==> src/hdl/lzss_pkg.sv <==
`timescale 1ns / 1ps
package lzss_pkg;

    localparam int WINDOW_DEPTH_DEF = 8192;
    localparam int OUT_LANES_DEF    = 4;
    localparam int WIN_W            = 13;
    localparam int CNT_W            = 14;
    localparam int MAX_LANES        = 4;

    typedef struct packed {
        logic [7:0] in_byte;
        logic       in_last;
    } in_item_t;

    typedef struct packed {
        logic [7:0] out_byte0;
        logic [7:0] out_byte1;
        logic [7:0] out_byte2;
        logic [7:0] out_byte3;
        logic [2:0] out_count;
        logic       run_last;
        logic       stream_end;
    } out_item_t;

    typedef enum logic [2:0] {
        ST_IDLE,
        ST_COPY_RD,
        ST_COPY_WR,
        ST_FLUSH,
        ST_SEND,
        ST_DONE
    } ctl_state_t;

    typedef struct packed {
        logic       push_lit;
        logic       rd_req;
        logic       push_rd;
        logic       flush;
        logic       clr_pack;
    } dp_cmd_t;

    typedef struct packed {
        logic       pack_full;
        logic       pack_empty;
    } dp_sts_t;

endpackage

==> src/hdl/lzss_ctrl.sv <==
`timescale 1ns / 1ps
module lzss_ctrl
    import lzss_pkg::*;
#(
    parameter int WINDOW_DEPTH = WINDOW_DEPTH_DEF
)
(
    input  logic        clk,
    input  logic        rst_n,
    input  logic        in_valid,
    output logic        in_ready,
    input  in_item_t    in_data,
    output logic        out_valid,
    input  logic        out_ready,
    output logic        out_last,
    output logic        out_end,
    output dp_cmd_t     cmd,
    output logic [7:0]  lit_byte,
    output logic [$clog2(WINDOW_DEPTH)-1:0] dist_off,
    input  dp_sts_t     sts
);

    localparam int AW = $clog2(WINDOW_DEPTH);
    localparam logic [3:0] PH_CWLO = 4'd0;
    localparam logic [3:0] PH_CWHI = 4'd5;
    localparam logic [3:0] PH_LIT  = 4'd10;
    localparam logic [3:0] PH_SD   = 4'd11;
    localparam logic [3:0] PH_WLO  = 4'd12;
    localparam logic [3:0] PH_WHI  = 4'd13;
    localparam logic [3:0] PH_EXT  = 4'd14;

    ctl_state_t state_reg, state_next;
    logic [15:0] cb_reg, cb_next;
    logic [4:0]  bl_reg, bl_next;
    logic [3:0]  ph_reg, ph_next;
    logic [7:0]  hlo_reg, hlo_next;
    logic [8:0]  plen_reg, plen_next;
    logic        fin_reg, fin_next;
    logic [CNT_W-1:0] prod_reg, prod_next;
    logic [8:0]  rem_reg, rem_next;
    logic [AW-1:0] dist_reg, dist_next;
    logic        end_reg, end_next;
    logic [7:0]  lit_reg, lit_next;
    logic        send_last_reg, send_last_next;
    logic        accept, push;

    assign accept = in_valid & in_ready;
    assign lit_byte = lit_reg;
    assign dist_off = dist_reg;

    always_comb
    begin
        logic [7:0]  b;
        logic        dec;
        logic [2:0]  s;
        logic        hb;
        logic        bit_v;
        logic        stop;
        logic [15:0] f;
        logic [8:0]  len;
        logic        cp;
        cb_next = cb_reg; bl_next = bl_reg; ph_next = ph_reg; hlo_next = hlo_reg;
        plen_next = plen_reg; fin_next = fin_reg; rem_next = rem_reg;
        dist_next = dist_reg; end_next = end_reg; lit_next = lit_reg;
        b = in_data.in_byte; dec = 1'b0; s = 3'd0; hb = 1'b0; bit_v = 1'b0;
        f = '0; len = '0; cp = 1'b0; stop = 1'b0;
        if (accept)
        begin
            if (ph_reg < PH_CWHI)
            begin
                hlo_next = b;
                ph_next  = ph_reg + PH_CWHI;
            end
            else if (ph_reg < PH_LIT)
            begin
                s = 3'(ph_reg - PH_CWHI);
                bit_v = cb_reg[0];
                cb_next = {b, hlo_reg};
                bl_next = 5'd16;
                dec = 1'b1;
                if (s == 3'd4)
                    s = 3'd0;
                else
                    hb = 1'b1;
            end
            else if (ph_reg == PH_LIT)
            begin
                lit_next = b;
                dec = 1'b1;
            end
            else if (ph_reg == PH_SD)
            begin
                f = 16'd256 - {8'd0, b};
                len = plen_reg;
                cp = 1'b1;
                dec = 1'b1;
            end
            else if (ph_reg == PH_WLO)
            begin
                hlo_next = b;
                ph_next  = PH_WHI;
            end
            else if (ph_reg == PH_WHI)
            begin
                if (b[2:0] == 3'd0)
                begin
                    plen_next = {4'd0, b[7:3]};
                    ph_next   = PH_EXT;
                end
                else
                begin
                    f = 16'd8192 - {3'd0, b[7:3], hlo_reg};
                    len = {6'd0, b[2:0]} + 9'd2;
                    cp = 1'b1;
                    dec = 1'b1;
                end
            end
            else if (ph_reg == PH_EXT)
            begin
                if (b <= 8'd1)
                    end_next = 1'b1;
                else
                begin
                    f = 16'd8192 - {3'd0, plen_reg[4:0], hlo_reg};
                    len = {1'b0, b} + 9'd1;
                    cp = 1'b1;
                    dec = 1'b1;
                end
            end
            if (dec)
            begin
                stop = 1'b0;
                for (int k = 0; k < 4; k++)
                begin
                    if (!stop)
                    begin
                        if (!hb)
                        begin
                            if (bl_next <= 5'd1)
                            begin
                                ph_next = PH_CWLO + 4'(s);
                                stop = 1'b1;
                            end
                            else
                            begin
                                bit_v = cb_next[0];
                                cb_next = cb_next >> 1;
                                bl_next = bl_next - 5'd1;
                            end
                        end
                        hb = 1'b0;
                        if (!stop)
                        begin
                            case (s)
                                3'd0:
                                begin
                                    if (bit_v) begin ph_next = PH_LIT; stop = 1'b1; end
                                    else s = 3'd1;
                                end
                                3'd1:
                                begin
                                    if (bit_v) begin ph_next = PH_WLO; stop = 1'b1; end
                                    else s = 3'd2;
                                end
                                3'd2:
                                begin
                                    plen_next = {8'd0, bit_v};
                                    s = 3'd3;
                                end
                                default:
                                begin
                                    plen_next = {7'd0, plen_next[0], bit_v} + 9'd2;
                                    ph_next = PH_SD;
                                    stop = 1'b1;
                                end
                            endcase
                        end
                    end
                end
            end
            if (cp && f <= {2'd0, prod_reg})
            begin
                rem_next  = len;
                dist_next = AW'(f);
            end
            else
                rem_next = 9'd0;
            if (in_data.in_last)
                end_next = 1'b1;
        end
        else
        begin
            if (state_reg == ST_COPY_WR && rem_reg != 9'd0)
                rem_next = rem_reg - 9'd1;
        end
        if (state_reg == ST_IDLE && accept && (end_next || in_data.in_last))
            fin_next = 1'b1;
    end

    assign push = cmd.push_lit | cmd.push_rd;
    assign prod_next = (push && prod_reg < CNT_W'(WINDOW_DEPTH)) ? prod_reg + 1'b1 : prod_reg;

    always_comb
    begin
        state_next = state_reg;
        send_last_next = send_last_reg;
        case (state_reg)
            ST_IDLE:
                if (accept)
                begin
                    if (ph_reg == PH_LIT && !fin_reg)
                        state_next = ST_COPY_RD;
                    else
                        state_next = (rem_next != 9'd0) ? ST_COPY_RD : ST_FLUSH;
                end
            ST_COPY_RD:
                if (sts.pack_full)
                begin
                    send_last_next = 1'b0;
                    state_next = ST_SEND;
                end
                else
                    state_next = ST_COPY_WR;
            ST_COPY_WR:
                if (rem_reg <= 9'd1)
                    state_next = ST_FLUSH;
                else
                    state_next = ST_COPY_RD;
            ST_FLUSH:
                if (!sts.pack_empty || end_reg)
                begin
                    send_last_next = 1'b1;
                    state_next = ST_SEND;
                end
                else
                    state_next = fin_reg ? ST_DONE : ST_IDLE;
            ST_SEND:
                if (out_ready)
                begin
                    if (send_last_reg)
                        state_next = fin_reg ? ST_DONE : ST_IDLE;
                    else if (rem_reg != 9'd0)
                        state_next = ST_COPY_RD;
                    else
                        state_next = ST_FLUSH;
                end
            ST_DONE:
                state_next = ST_DONE;
            default:
                state_next = ST_IDLE;
        endcase
    end

    logic lit_pend_reg, lit_pend_next;

    always_comb
    begin
        cmd = '0;
        in_ready = 1'b0;
        out_valid = 1'b0;
        out_last = send_last_reg;
        out_end = send_last_reg & end_reg;
        lit_pend_next = lit_pend_reg;
        case (state_reg)
            ST_IDLE:
            begin
                in_ready = !fin_reg;
                lit_pend_next = accept && ph_reg == PH_LIT;
            end
            ST_COPY_RD:
                cmd.rd_req = !lit_pend_reg && !sts.pack_full;
            ST_COPY_WR:
            begin
                cmd.push_lit = lit_pend_reg;
                cmd.push_rd  = !lit_pend_reg && rem_reg != 9'd0;
                lit_pend_next = 1'b0;
            end
            ST_SEND:
            begin
                out_valid = 1'b1;
                cmd.clr_pack = out_ready;
            end
            default:
                in_ready = 1'b0;
        endcase
    end

    always_ff @(posedge clk or negedge rst_n)
    begin
        if (!rst_n)
        begin
            state_reg     <= ST_IDLE;
            cb_reg        <= '0;
            bl_reg        <= 5'd16;
            ph_reg        <= PH_CWLO + 4'd4;
            hlo_reg       <= '0;
            plen_reg      <= '0;
            fin_reg       <= 1'b0;
            prod_reg      <= '0;
            rem_reg       <= '0;
            dist_reg      <= '0;
            end_reg       <= 1'b0;
            lit_reg       <= '0;
            send_last_reg <= 1'b0;
            lit_pend_reg  <= 1'b0;
        end
        else
        begin
            state_reg     <= state_next;
            cb_reg        <= cb_next;
            bl_reg        <= bl_next;
            ph_reg        <= ph_next;
            hlo_reg       <= hlo_next;
            plen_reg      <= plen_next;
            fin_reg       <= fin_next;
            prod_reg      <= prod_next;
            rem_reg       <= rem_next;
            dist_reg      <= dist_next;
            end_reg       <= end_next;
            lit_reg       <= lit_next;
            send_last_reg <= send_last_next;
            lit_pend_reg  <= lit_pend_next;
        end
    end

endmodule

==> config.mk <==
export PLATFORM = sky130hd
export DESIGN_NAME = lzss_ctrl
export DESIGN_NICKNAME = d
export VERILOG_FILES = /design/src/hdl/lzss_pkg.sv /design/src/hdl/lzss_ctrl.sv
export SDC_FILE = /design/constraint.sdc
export NUM_CORES = 1
export LEC_CHECK = 0
export ABC_AREA = 1
export ABC_CLOCK_PERIOD_IN_PS = 6800
export BUFFER_PORTS_ARGS = -buffer_cell sky130_fd_sc_hd__buf_2
export CAP_MARGIN = 30
export CORE_MARGIN = 4
export CORE_UTILIZATION = 35
export CTS_CLUSTER_SIZE = 14
export DETAILED_ROUTE_END_ITERATION = 6
export PLACE_DENSITY = 0.5
export SLEW_MARGIN = 20
export SYNTH_ARGS = -nofsm -noshare
export SYNTH_HDL_FRONTEND = slang
export SYNTH_SLANG_ARGS = --single-unit
==> constraint.sdc <==
create_clock -name clk -period 6.8 [get_ports clk]
set_clock_uncertainty 0.1 [all_clocks]
set_input_delay 1.36 -clock clk [delete_from_list [all_inputs] [get_ports clk]]
set_output_delay 1.36 -clock clk [all_outputs]
set_load 0.02 [all_outputs]
Yosys cells after proc, flatten, opt, wreduce, memory -nomap -nowiden
Index checks and enable logic that the tools add are counted.

operators by class
  muxes and demuxes = 273
  equal/unequal tests = 26
  $lt $le $gt $ge = 10
  add/subtract/negate cells = 17
  bitwise gates (word level) = 5
  reduce and logical (&&, ||, !) cells = 35

operators with widths
  cell                                                            count
  2-to-1 mux 16 bit                                               25
  2-to-1 mux 9 bit                                                33
  2-to-1 mux 4 bit                                                41
  2-to-1 mux 5 bit                                                21
  2-to-1 mux 1 bit                                                100
  2-to-1 mux 3 bit                                                27
  one-hot mux 9 bit (2 select lines)                              4
  one-hot mux 4 bit (3 select lines)                              4
  2-to-1 mux 8 bit                                                5
  subtractor 14 x 13 -> 15 bit, first input constant              2
  one-hot mux 3 bit (3 select lines)                              3
  == test 4 bit, second input constant                            5
  less-or-equal comparator 5 x 1 -> 1 bit, second input constant  4
  subtractor 5 x 1 -> 5 bit, second input constant                4
  == test 3 x 2 -> 1 bit, second input constant                   6
  logical NOT 3 bit                                               6
  one-hot mux 3 bit (6 select lines)                              1
  nonzero test 9 bit                                              2
  less-or-equal comparator 16 x 14 -> 1 bit                       1
  == test 3 x 1 -> 1 bit, second input constant                   5
  adder 14 x 1 -> 14 bit, second input constant                   1
  < comparator 14 bit, second input constant                      1
  != test 2 bit, second input constant                            7
  adder 2 x 2 -> 3 bit, second input constant                     4
  25 further kinds                                                54

word-level totals
  output and inout bits = 30
  input port bits = 15
  logic and storage cells = 380
  flip-flop bits (word level) = 93

Logic depth before layout (Yosys ltp)
Gate-level depths: netlist (run 1).

  word-level depth = 43
  depth in mapped cells = 42
  depth with buffers taken out = 39

Worst setup path after synthesis (run 1)
No wires, ideal clock.

  path kind = input-to-reg
  start point = input port in_data[6] (netlist name)
  end point = register state_reg[1]
  library setup time = 72 ps
  path slack = 1,936 ps
  arrival = 4,692 ps
  required time = 6,628 ps
  path buffers = 1
  stages = 25
  cell sequence = clkbuf_1 -> nor2_1 -> nand2_1 -> nor4_1 -> nor2_1 -> nand2_1 -> nand3_1 -> nand2_1 -> inv_1 -> nand2_1 -> inv_1 -> ha_1 -> nand2_1 -> o21a_1 -> o221ai_1 -> a21oi_1 -> o21ai_0 -> o41ai_1 -> nand3_1 -> clkinv_1 -> a41oi_1 -> nand2_1 -> nor3_1 -> a21oi_1 -> nor2_1

between the ends
  cells in the longest elaborated chain, start to end = 19
  elaborated cells on any way between the ends = 40
  those cells by class = add/sub (3); order compare (2); mux (33); reduce/logical (2)

RTL lines
  what                                                                                RTL line          text
  from (decl)                                                                         lzss_ctrl.sv:12   input in_item_t in_data,
  branches (longest 12 deep; another with less-or-equal comparator 16 x 14 -> 1 bit)  n/a
  2-to-1 mux 9 bit (*)                                                                lzss_ctrl.sv:181  if (cp && f <= {2'd0, prod_reg})
  2-to-1 mux 9 bit (*)                                                                lzss_ctrl.sv:67   if (accept)
  nonzero test 9 bit (*)                                                              lzss_ctrl.sv:214  state_next = (rem_next != 9'd0) ? ST_COPY_RD : ST_FLUSH;
  2-to-1 mux 2 bit (*)                                                                lzss_ctrl.sv:214
  2-to-1 mux 2 bit (*)                                                                lzss_ctrl.sv:211  if (ph_reg == PH_LIT && !fin_reg)
  2-to-1 mux 3 bit (*)                                                                lzss_ctrl.sv:209  if (accept)
  one-hot mux 3 bit (6 select lines) (*)                                              lzss_ctrl.sv:207  case (state_reg)
  to (signal assigned)                                                                lzss_ctrl.sv:309  state_reg <= state_next;
  to (decl)                                                                           lzss_ctrl.sv:32   ctl_state_t state_reg, state_next;

Every way passes the cells marked *. The select of a mux whose other input is x is not followed.
A chain may end at the register's enable or synchronous reset.

Final worst setup path (run 1)
Ends and elaborated chain as after synthesis.

==> results_dict.tcl, run 1 <==
set metrics [dict create \
    status "completed" \
    globalplace.congestion 0.876 \
    path_class "input port to register" \
    async_flop_share_pct 100 \
    cts.path.max_buffers 2 \
    routed_wl_um 25400 \
    worstSetupStartpoint "in_data[6]" \
    ctsResizeCount 0 \
    clock_sinks 93 \
    synth_top_family_by_area "simple AND/OR/NAND/NOR gates" \
    insertion_delay_ps 360 \
    cts_tree "built" \
    finalCritPeriodShare_pct 89.8 \
    syn-mean-instance-area_um2 6.63 \
    largest_register_ffs 16 \
    irDropWorstVdd_v 0.000109 \
    path_buf_inv 4 \
    slowest_delay_ps 600 \
    synth_xor_area_share_pct 2.79 \
    yosys.cell_types.count 60 \
    diodes 0 \
    synth_compound_area_share_pct 18.1 \
    htreeDepth 3 \
    syn-instance-count 1234 \
    r2r_slack_ps 1000 \
    cp-start-kind "input port" \
    r2r-start "ph_reg[0]" \
    critPathCaptureType "register" \
    grt_pass1_wl_um 42100 \
    yosysTopAreaCellShare_pct 27.9 \
    tns_ps 0 \
    path_delay_family "simple AND/OR/NAND/NOR gates" \
    hpwl_um 19400 \
    p_leak_nw 4.35 \
    drive_above_1_share_pct 12.4 \
    route.detailed.drc 0 \
    yosysSeqAreaShare_pct 28.5 \
    rsz0062_at_grt "no" \
    numCtsBuffers 9 \
    antenna_found_initial 0 \
    die_width_um 161 \
    met2RoutedLength_um 11100 \
    overflow 0 \
    grt_pass1_vias 7796 \
    hold_ws_ps 377 \
    tightest_slew_ps 840 \
    hold_path_depth 1 \
    fmax_ghz 0.164 \
    die-area_um2 25900 \
    clk_transition_reported_paths_ps 70 \
    synthSimpleGateAreaFrac_pct 33.7 \
    worstHoldStart "prod_reg[12]" \
    first_iter_violations 547 \
    ant_nets 0 \
    rows 55 \
    reg2reg_to "ph_reg[3]" \
    drv_cap 0 \
    die_height_um 161 \
    reg2reg_depth 38 \
    post-cts-setup-buffer-count 0 \
    grtUsageTotal_pct 20.0 \
    min_to "prod_reg[12]" \
    yosys_warnings 0 \
    crit_arrival_ps 6290 \
    start_util_pct 35.9 \
    drv_slew 0 \
    dr_wl_met3_um 914 \
    syn_area_um2 8180 \
    port_buffers 43 \
    cts_root_buf "clkbuf_16" \
    grt_max_degree 61 \
    fp.coreArea_um2 22800 \
    finalSetupViolations 0 \
    crit_top_cell "nand2_1" \
    synthMuxAreaShare_pct 0.245 \
    final_common_cell "nand2_1" \
    finalHoldViolCount 0 \
    hold_path.class "register to register" \
    syn_nets 1286 \
    area_growth_pct 9.75 \
    min_period_ps 6100 \
    highest_layer "met4" \
    yosys-top-cells-area "dfrtp_1 (28%), nand2_1 (14%), o21ai_0 (8.1%)" \
    fin_util_pct 39.4 \
    cp_slowest_cell "nor4_1" \
    synth_edf_count 0 \
    power_density_nw_per_um2 150 \
    crit_fanout 9 \
    final_nets 1309 \
    ios 45 \
    vias_per_cell 5.09 \
    yosys.area_share.adder_pct 5.66 \
    mostFrequentLayoutCells "nand2_1 (294), inv_1 (171), o21ai_0 (133)" \
    yosysTopAreaCell "dfrtp_1" \
    vias 8017 \
    ys_ff_latch 93 \
    synth_top_flop_cell "dfrtp_1" \
    cp_data_required_time_ps 6990 \
    cts_hold_buf 0 \
    m1WireLength_um 13000 \
    first_pass_iters 5 \
    relSlewSlack_pct 44.0 \
    wl_per_cell_um 16.1 \
]
[synth_stat cells (4+ instances only)]
cell and number:
o211ai_1 6, nand2_4 10, clkbuf_1 27, inv_2 12, o21ai_2 4, xor2_1 21, nand2_1 295, ha_1 37
nand4_1 15, xnor2_1 5, dfrtp_1 91, or2_2 6, o21ai_0 133, a21oi_1 67, nor2_4 7, nand3_1 78
nor2_1 94, buf_2 6, nand3b_1 4, a31oi_1 5, a21boi_0 7, nand2_2 18, a21boi_1 11, nor3_1 25
nor4_1 8, nand3_2 16, inv_1 171
[worst max path at each step]
stage	end	slack, ps	cells past startpoint
global route	state_reg[1]	210	25
global placement	state_reg[1]	490	26
floorplan	state_reg[1]	1940	25
detailed placement	state_reg[1]	440	25
CTS	state_reg[1]	810	25
finish	state_reg[1]	700	25
[layer usage]
layer	vias to the layer above	GRT usage [%]
met5	-	0
met3	24	2.59
li1	4081	-
met1	3745	29.3
met4	0	4.77
met2	167	31.3
[cells by family after synthesis]
group | count (synthesis)
multiplexers | 2
flip-flops | 93
XOR/XNOR | 26
adder cells (fa/ha/maj) | 37
AND/OR/NAND/NOR | 586
AO/OA/AOI/OAI | 262
buffers and inverters | 227
other | 1
[through the flow]
stage | area (um^2) | setup slack (ps) | power [mW] | std cells
2_1_floorplan | 8180 | 1940 | 0.756 | 1234
3_3_place_gp | 8670 | 493 | 0.832 | 1559
3_5_place_dp | 8670 | 442 | 0.828 | 1559
4_1_cts | 8970 | 808 | 1.37 | 1575
5_1_grt | 8970 | 211 | 1.43 | 1575
6_report | 8970 | 697 | 1.35 | 1575
[where the power goes]
group          internal, mW  switching (mW)  leakage, nW
sequential            0.580          0.0250         1.12
combinational        0.0704           0.140         3.09
clock                 0.290           0.245        0.149
[area by class of cell]
| type | count | area (um^2) |
|---|---|---|
| Clock buffer | 10 | 229 |
| Clock inverter | 6 | 72.6 |
| Fill cell | 2475 | 13800 |
| Inverter | 187 | 707 |
| Multi-Input combinational cell | 914 | 4960 |
| Sequential cell | 93 | 2330 |
| Tap cell | 313 | 392 |
| Timing Repair Buffer | 52 | 285 |
Note: power is estimated with default switching activity, not from simulation.
==> inputs of run 2 (changes only) <==
- CTS_BUF_LIST: not set -> sky130_fd_sc_hd__clkbuf_16
==> run 2 against run 1 <==
Net effect:
- register-to-register slack hardly changed
- wire length stayed put
- non-clock buffer count stayed put
- sequential share of layout area stayed put
- combinational power hardly changed
- die area stayed put
- sequential power hardly changed
- clock-buffer cell count is 1 lower
- critical path type unchanged
- critical endpoint unchanged
==> results_dict.tcl, run 2 (synthesized netlist as in run 1, its figures left out) <==
set metrics [dict create \
    status "completed" \
    post-cts-setup-buffer-count 0 \
    tns_ps 0 \
    first_iter_violations 547 \
    cp-start-kind "input port" \
    drive_above_1_share_pct 12.4 \
    clock_sinks 93 \
    final_common_cell "nand2_1" \
    grt_pass1_vias 7796 \
    numCtsBuffers 9 \
    cts_root_buf "clkbuf_16" \
    fin_util_pct 39.4 \
    overflow 0 \
    routed_wl_um 25400 \
    power_density_nw_per_um2 150 \
    grtUsageTotal_pct 20.0 \
    area_growth_pct 9.75 \
    route.detailed.drc 0 \
    worstSetupStartpoint "in_data[6]" \
    die_width_um 161 \
    drv_cap 0 \
    r2r-start "ph_reg[0]" \
    tightest_slew_ps 840 \
    ant_nets 0 \
    fp.coreArea_um2 22800 \
    ctsResizeCount 0 \
    globalplace.congestion 0.876 \
    cts_hold_buf 0 \
    crit_arrival_ps 6290 \
    drv_slew 0 \
    cts.path.max_buffers 2 \
    wl_per_cell_um 16.1 \
    final_nets 1309 \
    hpwl_um 19400 \
    relSlewSlack_pct 44.0 \
    ios 45 \
    die-area_um2 25900 \
    mostFrequentLayoutCells "nand2_1 (294), inv_1 (172), o21ai_0 (133)" \
    path_class "input port to register" \
    grt_max_degree 61 \
    largest_register_ffs 16 \
    min_period_ps 6100 \
    total_power_mw 1.35 \
    r2r_slack_ps 1000 \
    vias 8017 \
    antenna_found_initial 0 \
    crit_fanout 9 \
    p_leak_nw 4.35 \
    hold_path.class "register to register" \
    dp_slack_ps 442 \
    start_util_pct 35.9 \
    grt_pass1_wl_um 42100 \
    worstHoldStart "prod_reg[12]" \
    fmax_ghz 0.164 \
    clk_transition_reported_paths_ps 70 \
    finalCritPeriodShare_pct 89.8 \
    finalSetupViolations 0 \
    diodes 0 \
    first_pass_iters 5 \
    cp_data_required_time_ps 6990 \
    vias_per_cell 5.09 \
    htreeDepth 3 \
    irDropWorstVdd_v 0.000109 \
    worst_slack_ps 697 \
    critPathCaptureType "register" \
    die_height_um 161 \
    rsz0062_at_grt "no" \
    insertion_delay_ps 360 \
    rows 55 \
    port_buffers 43 \
    finalHoldViolCount 0 \
    cts_tree "built" \
]
## run 2: final cells by class
| class | count | area [um^2] |
|---|---|---|
| fillers | 2475 | 13800 |
| well taps | 313 | 392 |
| flip-flops and latches | 93 | 2330 |
| inverters | 187 | 707 |
| repair buffers | 52 | 285 |
| multi-input cells | 914 | 4960 |
| clock inverters | 7 | 76.3 |
| clock buffers | 9 | 225 |
## run 2: worst max-delay path, stage by stage
cell and delay [ps]:
buf_2 170, nor2_1 310, nand2_1 160, nor4_1 600, nor2_1 260, nand2_1 300
nand3_1 170, nand2_1 240, inv_1 140, nand2_1 120, inv_1 70, ha_1 290
nand2_1 70, o21a_1 190, o221ai_1 140, a21oi_1 90, o21ai_0 150, o41ai_1 130
nand3_1 250, clkinv_1 310, a41oi_1 360, nand2_1 80, nor3_1 140, a21oi_1 90
nor2_1 100
## run 2: path summary, 6_finish.rpt
| check | end | cells after the start |
|---|---|---|
| min reg2reg | prod_reg[12] | 1 |
| max | state_reg[1] | 25 |
| min in group asynchronous | out_last | 1 |
| max in group asynchronous | hlo_reg[1] | 2 |
| min | prod_reg[12] | 1 |
| max reg2reg | ph_reg[3] | 38 |
## run 2: report_power, final
part / internal (mW) / switching, mW / total, mW
Sequential: 0.580 / 0.0250 / 0.605
Clock: 0.288 / 0.245 / 0.533
Combinational: 0.0704 / 0.140 / 0.210
Total: 0.939 / 0.410 / 1.35
## run 2: per-layer routing
| layer | GRT usage (%) | routed length [um] |
|---|---|---|
| met5 | 0 | 0 |
| met4 | 4.77 | 429 |
| met3 | 2.59 | 914 |
| met2 | 31.3 | 11100 |
| met1 | 29.3 | 13000 |
## run 2: per-stage QoR
step / std cells / instance area, um^2 / hold WS, ps
finish: 1575 / 8970 / 377
detailed placement: 1559 / 8670 / 367
CTS: 1575 / 8970 / 378
floorplan: 1234 / 8180 / 341
global placement: 1559 / 8670 / 362
global route: 1575 / 8970 / 393
==> inputs of run 3 (changes only) <==
- ABC_AREA: 1 -> 0
- CELL_PAD_IN_SITES_DETAIL_PLACEMENT: not set -> 0
- CELL_PAD_IN_SITES_GLOBAL_PLACEMENT: not set -> 1
- CORE_UTILIZATION: 35 -> 34
- PLACE_DENSITY: 0.5 -> 0.61
==> run 3 against run 2 <==
Net effect:
- critical path depth rose by 3
- sequential share of layout area up 1.1 points
- wire length fell by 4.8%
- first-iteration DRC count decreased by 13%
- register-to-register slack got worse by 540 ps
- global-route usage decreased by 0.89 points
==> results_dict.tcl, run 3 <==
set metrics [dict create \
    cts_tree "built" \
    die_height_um 159 \
    worstSetupStartpoint "ph_reg[1]" \
    fp.coreArea_um2 22100 \
    final_common_cell "nor2_1" \
    syn-mean-instance-area_um2 7.91 \
    regArea_um2 2330 \
    synth_top_flop_cell "dfrtp_1" \
    clock_sinks 93 \
    numCtsBuffers 9 \
    netlist_top_cells_count "nor2_1 (120), nand2_1 (109), dfrtp_1 (91)" \
    relSlewSlack_pct 32.8 \
    synth.most_common_cell "nor2_1" \
    clk_transition_reported_paths_ps 80 \
    cts_hold_buf 0 \
    hpwl_um 17900 \
    cp-start-kind "register" \
    grtUsageTotal_pct 19.1 \
    hold_path.class "register to register" \
    first_pass_iters 5 \
    synth_xor_area_share_pct 6.11 \
    drv_slew 0 \
    vias_per_cell 5.53 \
    yosysTopAreaCellShare_pct 29.4 \
    reg2reg_depth 28 \
    yosys.cell_types.count 85 \
    yosysTopAreaCell "dfrtp_1" \
    largest_register_ffs 16 \
    crit_fanout 34 \
    routed_wl_um 24200 \
    r2r_slack_ps 460 \
    tightest_slew_ps 1000 \
    post-cts-setup-buffer-count 0 \
    fmax_ghz 0.158 \
    yosysSeqAreaShare_pct 30.1 \
    grt_max_degree 49 \
    reg2reg_to "plen_reg[0]" \
    status "completed" \
    globalplace.congestion 0.870 \
    postPlaceCellArea_um2 8290 \
    ctsResizeCount 0 \
    start_util_pct 35.0 \
    cts_root_buf "clkbuf_16" \
    yosys_warnings 0 \
    critPathCapture "plen_reg[0]" \
    die_width_um 159 \
    ant_nets 0 \
    antenna_found_initial 0 \
    synth_compound_area_share_pct 21.9 \
    grt_pass1_wl_um 39700 \
    area_growth_pct 11.3 \
    rows 54 \
    async_flop_share_pct 100 \
    vias 7138 \
    insertion_delay_ps 350 \
    wl_per_cell_um 18.8 \
    slowest_delay_ps 440 \
    first_iter_violations 476 \
    crit_arrival_ps 6510 \
    syn_area_um2 7740 \
    synth_top_family_by_area "simple AND/OR/NAND/NOR gates" \
    finalHoldViolCount 0 \
    cts.path.max_buffers 2 \
    nFillCells 2317 \
    finalSetupViolations 0 \
    fin_area_um2 8620 \
    min_period_ps 6340 \
    drv_cap 0 \
    yosys-top-cells-area "dfrtp_1 (29%), ha_1 (6.0%), nor2_1 (5.8%)" \
    yosys.area_share.adder_pct 5.98 \
    multi_input_area_um2 5070 \
    diodes 0 \
    ios 45 \
    fin_util_pct 39.0 \
    final_nets 1057 \
    overflow 0 \
    rsz0062_at_grt "no" \
    synthMuxAreaShare_pct 5.85 \
    drive_above_1_share_pct 13.8 \
    route.detailed.drc 0 \
    hold_path_depth 1 \
    die-area_um2 25200 \
    finalCritPeriodShare_pct 93.3 \
    mostFrequentLayoutCells "nor2_1 (118), nand2_1 (109), dfrtp_1 (90)" \
    critPathCaptureType "register" \
    htreeDepth 3 \
    ys_ff_latch 93 \
    synth_edf_count 0 \
    port_buffers 43 \
    grt_pass1_vias 7067 \
    syn_nets 1030 \
    syn-instance-count 978 \
    cp_slowest_cell "dfrtp_2" \
    r2r-start "ph_reg[1]" \
    path_class "register to register" \
    crit_top_cell "ha_1" \
    synthSimpleGateAreaFrac_pct 25.2 \
    cp_data_required_time_ps 6960 \
]
-- run 3: cell count changes after synthesis, moves of 14 or more --
cell,change
nand2_1,-186
inv_1,-135
nor2_1,+26
mux2i_1,+14
xnor2_1,+26
o21ai_0,-66
nor2b_1,+23
a21oi_1,-17
a211oi_1,+16
mux2_2,+23
clkbuf_1,+15
nand3_1,-42
nand2_2,-18
nand3_2,-16
-- run 3: cells by family (layout without fill, tap and decap cells) --
logic type,Yosys count,in the layout
AO/OA/AOI/OAI,255,255
AND/OR/NAND/NOR,404,404
other,1,1
XOR/XNOR,54,54
buffers and inverters,92,124
multiplexers,42,42
adder cells (fa/ha/maj),37,37
flip-flops,93,93
-- run 3: worst min path at each step --
| stage | endpoint | start |
|---|---|---|
| 6_report | prod_reg[10] | prod_reg[10] |
| 3_5_place_dp | prod_reg[10] | prod_reg[10] |
| 3_3_place_gp | cb_reg[15] | cb_reg[15] |
| 5_1_grt | prod_reg[10] | prod_reg[10] |
| 4_1_cts | prod_reg[10] | prod_reg[10] |
| 2_1_floorplan | prod_reg[10] | prod_reg[10] |
-- run 3: metrics by stage --
stage | hold slack, ps | worst slack [ps] | instances | setup TNS, ps
after floorplan | 345 | 31.4 | 978 | 0
after global placement | 361 | -32.2 | 1273 | -290
after detailed placement | 364 | 42.2 | 1273 | 0
after CTS | 376 | 108 | 1289 | 0
after global routing | 385 | 18.1 | 1290 | 0
final | 375 | 456 | 1290 | 0
-- run 3: worst max-delay path: cells and delay by family, from the launching register on --
kind	cells	cell delay, ps
compound gates	7	1290
xor+xnor	1	190
buf+inv	4	480
mux	3	810
fa+ha+maj	5	1080
flops	1	440
simple gates	8	1850
-- run 3: routing by layer --
metal / wire length (um) / global-route usage, % / up-vias
li1: - / - / 3568
met5: 0 / 0 / -
met1: 11800 / 26.5 / 3430
met2: 11600 / 32.1 / 113
met3: 560 / 2.67 / 27
met4: 325 / 3.63 / 0
-- run 3: area by class of cell --
cell class / instances / share of cell area, %
clock buffer: 9 / 2.61
clock inverter: 7 / 0.595
inverter: 36 / 1.57
multi-input combinational: 793 / 58.8
sequential: 93 / 27.1
tap: 280 / 4.07
timing repair buffer: 72 / 5.29
Power of run 3 is not shown: default switching activity piles up to over one toggle a cycle in this logic, so the estimate is an artifact.
